File: src/rtl/ftm_pkg.sv
// Shared package for the fixed-step move-to-target core.
// Holds widths, operation and register codes, controller states and the
// command/status structs between controller and datapath. No dependencies.
package ftm_pkg;

    localparam int CW        = 24;
    localparam int FB        = 8;
    localparam int SPD_W     = 16;
    localparam int ROOT_W    = CW + 1;
    localparam int RAD_W     = 2 * ROOT_W;
    localparam int SQ_W      = 2 * CW;
    localparam int PROD_W    = CW + SPD_W;
    localparam int CNT_W     = $clog2(ROOT_W);
    localparam int CFG_IDX_W = 3;

    localparam logic [CNT_W-1:0] ROOT_LAST = CNT_W'(ROOT_W - 1);
    localparam logic [CNT_W-1:0] DIV_LAST  = CNT_W'(CW - 1);

    localparam logic [CFG_IDX_W-1:0] CFG_GOAL_X = CFG_IDX_W'(0);
    localparam logic [CFG_IDX_W-1:0] CFG_GOAL_Y = CFG_IDX_W'(1);
    localparam logic [CFG_IDX_W-1:0] CFG_SPEED  = CFG_IDX_W'(2);
    localparam logic [CFG_IDX_W-1:0] CFG_HOME_X = CFG_IDX_W'(3);
    localparam logic [CFG_IDX_W-1:0] CFG_HOME_Y = CFG_IDX_W'(4);

    typedef enum logic [1:0] {
        OP_TICK,
        OP_START,
        OP_HOME,
        OP_PLACE
    } t_op;

    typedef enum logic [1:0] {
        FIN_OP,
        FIN_SNAP,
        FIN_STEP
    } t_fin;

    typedef enum logic [3:0] {
        ST_IDLE,
        ST_DECIDE,
        ST_SQUARE,
        ST_SUM,
        ST_ROOT,
        ST_CHECK,
        ST_MUL,
        ST_DIV_INIT,
        ST_DIV,
        ST_FINISH
    } t_state;

    typedef struct packed {
        logic load;
        logic cap_diff;
        logic square;
        logic sum;
        logic root_step;
        logic mul;
        logic div_init;
        logic div_step;
        logic commit;
        t_fin fin;
    } t_cmd;

    typedef struct packed {
        logic is_tick;
        logic moving;
        logic near;
        logic snap;
    } t_sts;

endpackage

File: src/rtl/ftm_ctrl.sv
// Controller of the fixed-step move-to-target core.
// Sequences accept, distance root, scaling and division; owns result valid.
// Depends on ftm_pkg.
module ftm_ctrl (
    input  logic          i_clk,
    input  logic          i_rst_n,
    input  logic          i_in_valid,
    output logic          o_in_ready,
    input  logic          i_out_ready,
    output logic          o_out_valid,
    input  ftm_pkg::t_sts i_sts,
    output ftm_pkg::t_cmd o_cmd
);

    ftm_pkg::t_state                r_state, n_state;
    logic [ftm_pkg::CNT_W-1:0]      r_cnt, n_cnt;
    ftm_pkg::t_fin                  r_fin, n_fin;
    logic                           r_out_valid, n_out_valid;
    logic                           out_free;

    assign out_free    = !r_out_valid || i_out_ready;
    assign o_in_ready  = (r_state == ftm_pkg::ST_IDLE);
    assign o_out_valid = r_out_valid;

    always_ff @(posedge i_clk) begin
        if (!i_rst_n) begin
            r_state     <= ftm_pkg::ST_IDLE;
            r_cnt       <= '0;
            r_fin       <= ftm_pkg::FIN_OP;
            r_out_valid <= 1'b0;
        end else begin
            r_state     <= n_state;
            r_cnt       <= n_cnt;
            r_fin       <= n_fin;
            r_out_valid <= n_out_valid;
        end
    end

    always_comb begin
        n_state   = r_state;
        n_cnt     = r_cnt;
        n_fin     = r_fin;
        o_cmd     = '0;
        o_cmd.fin = r_fin;
        unique case (r_state)
            ftm_pkg::ST_IDLE: begin
                if (i_in_valid) begin
                    o_cmd.load = 1'b1;
                    n_state    = ftm_pkg::ST_DECIDE;
                end
            end
            ftm_pkg::ST_DECIDE: begin
                o_cmd.cap_diff = 1'b1;
                if (!i_sts.is_tick || !i_sts.moving) begin
                    n_fin   = ftm_pkg::FIN_OP;
                    n_state = ftm_pkg::ST_FINISH;
                end else if (i_sts.near) begin
                    n_fin   = ftm_pkg::FIN_SNAP;
                    n_state = ftm_pkg::ST_FINISH;
                end else begin
                    n_state = ftm_pkg::ST_SQUARE;
                end
            end
            ftm_pkg::ST_SQUARE: begin
                o_cmd.square = 1'b1;
                n_state      = ftm_pkg::ST_SUM;
            end
            ftm_pkg::ST_SUM: begin
                o_cmd.sum = 1'b1;
                n_cnt     = '0;
                n_state   = ftm_pkg::ST_ROOT;
            end
            ftm_pkg::ST_ROOT: begin
                o_cmd.root_step = 1'b1;
                n_cnt           = r_cnt + 1'b1;
                if (r_cnt == ftm_pkg::ROOT_LAST) begin
                    n_state = ftm_pkg::ST_CHECK;
                end
            end
            ftm_pkg::ST_CHECK: begin
                if (i_sts.snap) begin
                    n_fin   = ftm_pkg::FIN_SNAP;
                    n_state = ftm_pkg::ST_FINISH;
                end else begin
                    n_state = ftm_pkg::ST_MUL;
                end
            end
            ftm_pkg::ST_MUL: begin
                o_cmd.mul = 1'b1;
                n_state   = ftm_pkg::ST_DIV_INIT;
            end
            ftm_pkg::ST_DIV_INIT: begin
                o_cmd.div_init = 1'b1;
                n_cnt          = '0;
                n_state        = ftm_pkg::ST_DIV;
            end
            ftm_pkg::ST_DIV: begin
                o_cmd.div_step = 1'b1;
                n_cnt          = r_cnt + 1'b1;
                if (r_cnt == ftm_pkg::DIV_LAST) begin
                    n_fin   = ftm_pkg::FIN_STEP;
                    n_state = ftm_pkg::ST_FINISH;
                end
            end
            ftm_pkg::ST_FINISH: begin
                if (out_free) begin
                    o_cmd.commit = 1'b1;
                    n_state      = ftm_pkg::ST_IDLE;
                end
            end
            default: begin
                n_state = ftm_pkg::ST_IDLE;
            end
        endcase
    end

    always_comb begin
        n_out_valid = r_out_valid;
        if (r_out_valid && i_out_ready) begin
            n_out_valid = 1'b0;
        end
        if (o_cmd.commit) begin
            n_out_valid = 1'b1;
        end
    end

endmodule

File: config.mk
export PLATFORM = sky130hd
export DESIGN_NAME = ftm_ctrl
export DESIGN_NICKNAME = d
export VERILOG_FILES = /design/src/rtl/ftm_pkg.sv /design/src/rtl/ftm_ctrl.sv
export SDC_FILE = /design/constraint.sdc
export NUM_CORES = 1
export LEC_CHECK = 0
export BUFFER_PORTS_ARGS = -buffer_cell sky130_fd_sc_hd__buf_4
export CORE_AREA = 2 2 45 47
export DETAILED_ROUTE_END_ITERATION = 10
export DIE_AREA = 0 0 47 49
export PLACE_DENSITY = 0.83
export SLEW_MARGIN = 5
export SYNTH_ARGS = -nofsm -noshare
export SYNTH_HDL_FRONTEND = slang
export SYNTH_SLANG_ARGS = --single-unit
File: constraint.sdc
create_clock -name i_clk -period 1.9 [get_ports i_clk]
set_input_delay 0.38 -clock i_clk [delete_from_list [all_inputs] [get_ports i_clk]]
set_output_delay 0.38 -clock i_clk [all_outputs]
set_load 0.05 [all_outputs]
==> flow_metrics.py, run 1 <==
metrics = {
    "layout": {
        "area_delta_synth_final_pct": 25.3,
        "fin_util_pct": 58.6,
        "final_cell_area_sq_mm": 0.00108,
        "nets": 147,
        "layout-drive-gt1-share_pct": 25.0,
        "diodes": 0,
        "final_common_cell": "buf_4",
        "fill_cells": 183,
        "final_cell_mix": "23 x buf_4, 10 x nand2_1, 10 x nor2_1",
    },
    "power_and_ir_drop": {
        "p_sw_mw": 0.258,
        "power_leakage_nw": 0.443,
        "swShare_pct": 35.9,
        "intPower_mw": 0.460,
        "p_total_mw": 0.717,
        "peakVddDrop_mv": 0.399,
        "power.share.clock_pct": 29.0,
        "power_density_mw_per_mm2": 665,
        "p_seq_share_pct": 40.6,
        "p_comb_share_pct": 30.5,
    },
    "yosys": {
        "synth_seq_cells": 12,
        "ys_dominant_reg_cell": "dfxtp_1",
        "ys_types": 35,
        "avgSynthCellArea_sq_um": 7.42,
        "yosysSeqAreaShare_pct": 27.9,
        "netlist_instances": 116,
        "synth-edff-count": 0,
        "synth_warnings": 0,
        "synth_top_area_share_pct": 27.9,
        "yosys-top-cells-area": "dfxtp_1 28%, mux2i_1 5.8%, a21oi_1 5.2%",
        "syn-num-nets": 126,
        "syn_area_sq_um": 861,
        "async_reset_ff_share_pct": 0,
        "synth_top_area_cell": "dfxtp_1",
    },
    "sta": {
        "rsz0062_at_grt": "no",
        "clock_skew_ns": 0.00179,
        "slew-limit-headroom_pct": 71.1,
        "maxSlewViolCount": 0,
        "min_period_ns": 1.85,
        "setup_tns_ns": 0,
        "max_freq_mhz": 541,
        "hold_ws_ns": 0.381,
        "hold_viol_final": 0,
        "worst_slew_pin_slew_ns": 0.434,
        "timing.final.crit_share_pct": 97.2,
        "setup_violations": 0,
    },
    "critical_path": {
        "r2r_end": "r_fin[0]$_SDFFE_PN0P_",
        "worstSetupPathType": "register to output pin",
        "cp-endpoint": "o_cmd[3]",
        "cp_cell_sequence": "nor2_2 -> nand2b_1 -> inv_1 -> buf_4",
        "critical-path-top-delay-family": "simple AND/OR/NAND/NOR gates",
        "r2r-start": "r_cnt[0]$_SDFFE_PN0P_",
        "cp.depth": 4,
        "crit_buf_inv": 2,
        "critPathRequiredTime_ns": 1.52,
        "rrSetupSlack_ns": 0.33,
        "critPathLaunch": "r_state[0]$_SDFFE_PN0P_",
        "setup.worst_path.start_class": "register",
        "endpoint_kind": "output pin",
        "cp_data_arrival_time_ns": 1.47,
        "r2r_cells": 5,
        "cp_max_fo": 17,
        "max_stage_delay_ns": 0.41,
        "crit_slowest_cell": "dfxtp_2",
    },
    "detailed_routing": {
        "firstDrtPassIters": 5,
        "drt_iter0_markers": 44,
        "drtAntennaViolNets": 0,
        "drt_wl_total_microns": 2170,
        "route.detailed.drc": 0,
        "wl_per_cell_microns": 13.3,
        "vias": 926,
        "viasPerCell": 5.68,
    },
    "place": {
        "routabilityCongestion": 0.861,
        "port_buffers": 20,
        "place_hpwl_microns": 1630,
        "placed_area_sq_mm": 0.00103,
    },
    "global_route": {
        "overflow": 0,
        "grt_use_met2_pct": 33.6,
        "grt_pass1_wl_microns": 3590,
        "use_met3_pct": 4.44,
        "grt_pass1_vias": 873,
        "use_met1_pct": 26.5,
        "antenna_found_initial": 0,
        "grt_max_degree": 18,
        "grt_busiest_layer": "met2",
        "track_usage_pct": 20.8,
    },
    "clock_tree": {
        "max-clock-path-buffers": 2,
        "cts_sinks": 12,
        "cts_made_buffers": 3,
        "cts_tree": "built",
        "cts-htree-levels": 1,
        "insertion_delay_ns": 0.28,
        "clockRootBuffer": "clkbuf_4",
        "clk_pin_slew_ns": 0.08,
    },
    "hold_path": {
        "hold_class": "primary input to register",
        "min-delay-start": "i_rst_n",
    },
    "floorplan": {
        "ios": 21,
        "die_h_microns": 49,
        "start_util_pct": 46.7,
        "core_sq_mm": 0.00184,
        "die-area_sq_mm": 0.00230,
        "fp.dieW_microns": 47,
        "row_count": 16,
    },
    "job": {
        "drv_cap": 0,
    },
    "run_status": {
        "status": "completed",
    },
}
[cell usage after synthesis (2+ instances only)]
cell type / n
a211oi_1: 3
a21oi_1: 9
a31oi_1: 3
and3_1: 2
and4b_1: 2
buf_2: 6
dfxtp_1: 12
ha_1: 2
inv_1: 6
mux2i_1: 5
nand2_1: 10
nand2b_1: 7
nand3_1: 5
nor2_1: 11
nor2b_1: 3
nor3_1: 5
o21ai_0: 4
o22ai_1: 2
o31ai_1: 2
or2_1: 2
[power by group through the flow]
stage,logic [mW],clock network (mW),registers (mW)
after global routing,0.234,0.227,0.294
after floorplan,0.164,0,0.284
after global placement,0.210,0,0.292
final,0.218,0.208,0.291
after CTS,0.216,0.210,0.289
after detailed placement,0.212,0,0.294
[worst reg2reg max path, delay by kind of cell (launching register included)]
kind / cells / cell delay, ns
simple gates: 1 / 0.25
mux: 1 / 0.21
flops: 1 / 0.44
fa+ha+maj: 1 / 0.22
compound gates: 2 / 0.39
[registers in the layout (all words and copies together), names as in the netlist]
name and cells:
r_cnt 5, r_state 4, r_fin 2, o_out_valid 1
[metal layers]
metal | vias up | share of wire (%)
met5 | - | 0
met1 | 425 | 44
li1 | 456 | -
met4 | 0 | 1.6
met3 | 5 | 4.9
met2 | 40 | 49
[worst min path at each step]
stage                                   end  slack, ns  cells after the start
detailed placement    r_fin[0]$_SDFFE_PN0P_       0.46                      2
finish              r_state[0]$_SDFFE_PN0P_       0.38                      2
global route        r_state[0]$_SDFFE_PN0P_       0.39                      2
floorplan             r_cnt[4]$_SDFFE_PN0P_       0.45                      2
global placement      r_fin[0]$_SDFFE_PN0P_       0.45                      2
CTS                 r_state[0]$_SDFFE_PN0P_       0.38                      2
[cell families (layout without fill, tap and decap cells)]
group,Yosys count,after routing,synth area share [%]
xor gates and xnor gates,1,1,1.02
adders and majority gates,2,2,2.91
muxes,5,5,5.81
buffers and inverters,13,33,6.98
AOI/OAI and AO/OA,31,31,23.4
and+or+nand+nor,52,52,32.0
DFF,12,12,27.9
[per-stage QoR]
step	worst slack, ns	instances
4_1_cts	0.0127	163
3_3_place_gp	0.324	159
3_5_place_dp	0.248	159
6_report	0.0527	163
5_1_grt	0.0127	163
2_1_floorplan	-0.221	116
[cell type report]
type | count | area, sq um | share of cell area (%)
Clock buffer | 4 | 36.3 | 3.36
Sequential cell | 12 | 245 | 22.7
Multi-Input combinational cell | 91 | 568 | 52.7
Tap cell | 27 | 33.8 | 3.13
Inverter | 6 | 22.5 | 2.09
Timing Repair Buffer | 23 | 173 | 16.0
[repair_timing]
| action | CTS | global route |
|---|---|---|
| gates resized for setup | 2 | 3 |
| hold buffers | 0 | 0 |
| setup buffers | 0 | 0 |
| endpoints found under the setup margin | 3 | 7 |
(Power assumes the default switching activity.)
==> inputs of run 2 (changes only) <==
--- a/config.mk
+++ b/config.mk
@@ -6,10 +6,10 @@
 export NUM_CORES = 1
 export LEC_CHECK = 0
 export BUFFER_PORTS_ARGS = -buffer_cell sky130_fd_sc_hd__buf_4
-export CORE_AREA = 2 2 45 47
+export CORE_AREA = 2 2 62 64
 export DETAILED_ROUTE_END_ITERATION = 10
-export DIE_AREA = 0 0 47 49
-export PLACE_DENSITY = 0.83
+export DIE_AREA = 0 0 64 66
+export PLACE_DENSITY = 0.54
 export SLEW_MARGIN = 5
 export SYNTH_ARGS = -nofsm -noshare
 export SYNTH_HDL_FRONTEND = slang
==> run 2 against run 1 <==
Global-route usage down 9.6 points. Core utilization down 27 points. Combinational power up 4%. Sequential cell count unchanged. Die area up 83%. Register-to-register slack better by 0.02 ns. Final cell count up 15%. Non-clock buffer count up 3. Critical path type unchanged. Highest routed layer unchanged.
==> flow_metrics.py, run 2 (synthesis gave the netlist of run 1 again) <==
metrics = {
    "run_status": {
        "status": "completed",
    },
    "detailed_routing": {
        "drt_wl_total_microns": 2200,
        "firstDrtPassIters": 4,
        "viasPerCell": 4.88,
        "drt_iter0_markers": 34,
        "vias": 912,
        "drtAntennaViolNets": 0,
        "route.detailed.drc": 0,
        "wl_per_cell_microns": 11.8,
    },
    "clock_tree": {
        "cts_sinks": 12,
        "clockRootBuffer": "clkbuf_4",
        "insertion_delay_ns": 0.29,
        "max-clock-path-buffers": 2,
        "holdBufCountCts": 0,
        "cts_made_buffers": 3,
        "cts-htree-levels": 1,
        "clk_pin_slew_ns": 0.08,
        "cts_tree": "built",
        "postCtsSetupRepairBufs": 0,
    },
    "layout": {
        "fin_util_pct": 31.6,
        "diodes": 0,
        "final_common_cell": "buf_4",
        "final_cell_mix": "26 x buf_4, 11 x nor2_1, 10 x nand2_1",
        "layout-drive-gt1-share_pct": 25.2,
        "largest_reg_flops": 5,
        "area_delta_synth_final_pct": 30.5,
        "nets": 150,
        "top_register": "r_cnt",
        "reg_top3": "r_cnt: 5 flops, r_state: 4 flops, r_fin: 2 flops",
        "final_cells": 187,
        "fill_cells": 386,
    },
    "floorplan": {
        "die-area_sq_mm": 0.00422,
        "die_h_microns": 66,
        "start_util_pct": 24.2,
        "fp.dieW_microns": 64,
        "ios": 21,
        "core_sq_mm": 0.00355,
        "row_count": 22,
    },
    "place": {
        "routabilityCongestion": 0.845,
        "port_buffers": 20,
        "pre_cts_ws_ns": 0.273,
        "dp_cells": 183,
        "place_hpwl_microns": 1690,
    },
    "critical_path": {
        "worstSetupPathType": "register to output pin",
        "cp_max_fo": 17,
        "r2r_cells": 5,
        "crit_slowest_cell": "dfxtp_2",
        "critPathRequiredTime_ns": 1.52,
        "setup.worst_path.start_class": "register",
        "cp_data_arrival_time_ns": 1.43,
        "endpoint_kind": "output pin",
        "max_stage_delay_ns": 0.50,
        "cp_cell_sequence": "nand2b_1 -> nor3_1 -> buf_4",
    },
    "sta": {
        "clock_skew_ns": 0.000516,
        "hold_ws_ns": 0.382,
        "hold_viol_final": 0,
        "rsz0062_at_grt": "no",
        "fin_ws_ns": 0.0885,
        "timing.final.crit_share_pct": 95.3,
        "setup_violations": 0,
        "maxSlewViolCount": 0,
        "slew-limit-headroom_pct": 73.0,
        "min_period_ns": 1.81,
        "worst_slew_pin_slew_ns": 0.405,
        "max_freq_mhz": 552,
    },
    "global_route": {
        "antenna_found_initial": 0,
        "grt_pass1_wl_microns": 3670,
        "grt_max_degree": 18,
        "grt_pass1_vias": 793,
        "overflow": 0,
        "track_usage_pct": 11.3,
    },
    "power_and_ir_drop": {
        "peakVddDrop_mv": 0.191,
        "p_comb_share_pct": 30.9,
        "p_seq_share_pct": 39.6,
        "swShare_pct": 36.2,
        "power.share.clock_pct": 29.6,
        "p_sw_mw": 0.265,
        "intPower_mw": 0.468,
        "power_density_mw_per_mm2": 653,
        "power_leakage_nw": 0.456,
    },
    "hold_path": {
        "holdPathStages": 3,
        "hold_class": "primary input to register",
    },
    "job": {
        "drv_cap": 0,
    },
}
[run 2: changes by cell type in the layout (fill, tap and decap cells not counted)]
cell,before,now
nor2_2,1,0
dfxtp_2,4,3
dfxtp_1,8,9
buf_4,23,26
nor2_1,10,11
[run 2: critical path: cells and delay by family, from the launching register on]
kind	cells	cell delay, ns
buffers and inverters	1	0.24
DFF	1	0.50
and+or+nand+nor	2	0.40
[run 2: metrics by stage]
step,power (mW),setup TNS [ns],area (sq um)
after floorplan,0.447,-0.662,866
after global routing,0.768,0,1120
final,0.733,0,1120
after CTS,0.736,0,1120
after detailed placement,0.519,0,1080
after global placement,0.518,0,1080
[run 2: layer usage]
metal	GRT usage, %	vias to the layer above	wire length [microns]
met1	14.3	420	1070
met2	17.8	25	979
met4	7.34	0	55
met5	0	-	0
met3	1.53	5	102
li1	-	462	-
[run 2: worst paths after layout]
path / end / startpoint / slack, ns
min reg2reg: r_fin[0]$_SDFFE_PN0P_ / r_fin[0]$_SDFFE_PN0P_ / 0.47
max reg2reg: r_fin[0]$_SDFFE_PN0P_ / r_cnt[0]$_SDFFE_PN0P_ / 0.35
min: r_state[1]$_SDFFE_PN0P_ / i_rst_n / 0.38
max: o_cmd[2] / r_state[0]$_SDFFE_PN0P_ / 0.09
[run 2: power by group through the flow]
stage / clock network, mW / registers [mW] / logic (mW)
2_1_floorplan: 0 / 0.284 / 0.164
3_3_place_gp: 0 / 0.293 / 0.225
3_5_place_dp: 0 / 0.294 / 0.225
4_1_cts: 0.221 / 0.289 / 0.226
5_1_grt: 0.227 / 0.293 / 0.248
6_report: 0.217 / 0.290 / 0.226
[run 2: what timing repair did]
item                                   in CTS  in global routing
resized for setup                           1                  2
pin swaps                                   0                  0
endpoints found under the hold margin       0                  0
setup endpoints to repair                   3                  6
[run 2: area by class of cell]
cell class / count / area [sq um] / area share [%]
inverters: 6 / 22.5 / 2.00
clock buffers: 4 / 36.3 / 3.23
multi-input cells: 91 / 566 / 50.3
well taps: 48 / 60.1 / 5.35
flip-flops and latches: 12 / 244 / 21.7
repair buffers: 26 / 195 / 17.4
==> inputs of run 3 (changes only) <==
--- a/config.mk
+++ b/config.mk
@@ -6,10 +6,10 @@
 export NUM_CORES = 1
 export LEC_CHECK = 0
 export BUFFER_PORTS_ARGS = -buffer_cell sky130_fd_sc_hd__buf_4
-export CORE_AREA = 2 2 62 64
+export CORE_AREA = 2 2 57 70
 export DETAILED_ROUTE_END_ITERATION = 10
-export DIE_AREA = 0 0 64 66
-export PLACE_DENSITY = 0.54
+export DIE_AREA = 0 0 59 72
+export PLACE_DENSITY = 0.53
 export SLEW_MARGIN = 5
 export SYNTH_ARGS = -nofsm -noshare
 export SYNTH_HDL_FRONTEND = slang
==> run 3 against run 2 <==
Clock power is 35% higher. Maximum frequency is 3.2% higher. Wire length is 0.73% higher. Critical path type unchanged. Highest routed layer unchanged.
==> flow_metrics.py, run 3 (synthesis gave the netlist of run 1 again) <==
metrics = {
    "detailed_routing": {
        "firstDrtPassIters": 4,
        "route.detailed.drc": 0,
        "vias": 889,
        "viasPerCell": 5.02,
        "wl_per_cell_microns": 12.5,
        "drtAntennaViolNets": 0,
        "drt_iter0_markers": 11,
        "drt_wl_total_microns": 2220,
    },
    "global_route": {
        "grt_pass1_wl_microns": 3750,
        "antenna_found_initial": 0,
        "grt_pass1_vias": 831,
        "overflow": 0,
        "track_usage_pct": 11.3,
        "grt_max_degree": 21,
    },
    "layout": {
        "final_cell_mix": "24 x buf_4, 11 x nor2_1, 10 x nand2_1, 10 x dfxtp_1, 9 x a21oi_1",
        "final_common_cell": "buf_4",
        "multiInputGateArea_sq_um": 566,
        "reg_top3": "r_cnt: 5 flops, r_state: 4 flops, r_fin: 2 flops",
        "area_delta_synth_final_pct": 30.8,
        "diodes": 0,
        "layout-drive-gt1-share_pct": 23.9,
        "nets": 149,
        "largest_reg_flops": 5,
        "top_register": "r_cnt",
        "fill_cells": 395,
        "regArea_sq_um": 243,
    },
    "sta": {
        "min_period_ns": 1.76,
        "max_freq_mhz": 570,
        "worst_slew_pin_slew_ns": 0.478,
        "clock_skew_ns": 0.00230,
        "timing.final.crit_share_pct": 92.4,
        "maxSlewViolCount": 0,
        "setup_violations": 0,
        "hold_viol_final": 0,
        "setup_tns_ns": 0,
        "slew-limit-headroom_pct": 68.2,
        "rsz0062_at_grt": "no",
    },
    "critical_path": {
        "cpMostUsedCell": "nand2b_1",
        "max_stage_delay_ns": 0.36,
        "cp_data_arrival_time_ns": 1.38,
        "critPathRequiredTime_ns": 1.52,
        "setup.worst_path.start_class": "register",
        "worstSetupPathType": "register to output pin",
        "cp_max_fo": 20,
        "endpoint_kind": "output pin",
        "cp_cell_sequence": "buf_6 -> nand2b_1 -> nand2b_1 -> inv_1 -> buf_4",
        "crit_slowest_cell": "dfxtp_1",
    },
    "place": {
        "port_buffers": 20,
        "routabilityCongestion": 0.863,
        "place_hpwl_microns": 1750,
    },
    "floorplan": {
        "die_h_microns": 72,
        "start_util_pct": 24.3,
        "ios": 21,
        "core_sq_mm": 0.00354,
        "fp.dieW_microns": 59,
        "die-area_sq_mm": 0.00425,
        "row_count": 24,
    },
    "clock_tree": {
        "cts-htree-levels": 1,
        "cts_made_buffers": 3,
        "cts_sinks": 12,
        "clockRootBuffer": "clkbuf_8",
        "holdBufCountCts": 0,
        "postCtsSetupRepairBufs": 0,
        "cts_tree": "built",
        "max-clock-path-buffers": 2,
        "insertion_delay_ns": 0.25,
        "cts_resized": 0,
        "clk_pin_slew_ns": 0.06,
    },
    "power_and_ir_drop": {
        "peakVddDrop_mv": 0.237,
        "power_leakage_nw": 0.459,
        "p_total_mw": 0.805,
        "power_density_mw_per_mm2": 715,
    },
    "run_status": {
        "status": "completed",
    },
    "job": {
        "drv_cap": 0,
    },
    "hold_path": {
        "hold_class": "primary input to register",
    },
}
run 3: cell types whose count changed in the layout (fill, tap and decap cells not counted):
cell / previous run / this run
clkbuf_4: 3 / 0
clkbuf_8: 1 / 4
buf_4: 26 / 24
buf_6: 0 / 1
dfxtp_1: 9 / 10
dfxtp_2: 3 / 2
run 3: metal layers:
metal | vias to the layer above | track usage [%] | wire length (microns)
li1 | 457 | - | -
met1 | 405 | 13.4 | 928
met2 | 22 | 18.8 | 1140
met3 | 5 | 3.21 | 107
met4 | 0 | 4.55 | 43
met5 | - | 0 | 0
run 3: cell type report:
cell class,instances,area share (%)
Inverter,6,2.00
Timing Repair Buffer,25,17.0
Sequential cell,12,21.6
Tap cell,39,4.33
Clock buffer,4,4.89
Multi-Input combinational cell,91,50.2
run 3: final timing paths:
check	start	slack, ns	depth (start not counted)	to
max	r_state[3]$_SDFFE_PN0P_	0.14	5	o_cmd[3]
min	i_rst_n	0.42	2	r_state[0]$_SDFFE_PN0P_
max reg2reg	r_cnt[0]$_SDFFE_PN0P_	0.37	5	r_fin[0]$_SDFFE_PN0P_
min reg2reg	r_fin[0]$_SDFFE_PN0P_	0.47	2	r_fin[0]$_SDFFE_PN0P_
run 3: worst max-delay path: cells and delay by family (launching register included):
| family | cells | cell delay, ns |
|---|---|---|
| DFF | 1 | 0.36 |
| and+or+nand+nor | 2 | 0.28 |
| buffers and inverters | 3 | 0.49 |
run 3: report_power, final:
group | internal, mW | leakage, nW | switching (mW)
Clock | 0.184 | 0.0288 | 0.108
Sequential | 0.264 | 0.0981 | 0.0211
Combinational | 0.0855 | 0.332 | 0.142
Total | 0.533 | 0.459 | 0.272
run 3: per-stage QoR:
step	std cells	instance area (sq um)	util [%]	setup slack, ns	hold slack [ns]
final	177	1130	31.8	0.144	0.416
after global routing	177	1130	31.8	0.0316	0.431
after CTS	177	1120	31.6	0.0136	0.414
after detailed placement	173	1060	30.0	0.283	0.462
after global placement	173	1060	30.0	0.297	0.462
after floorplan	116	866	-	-0.221	0.448
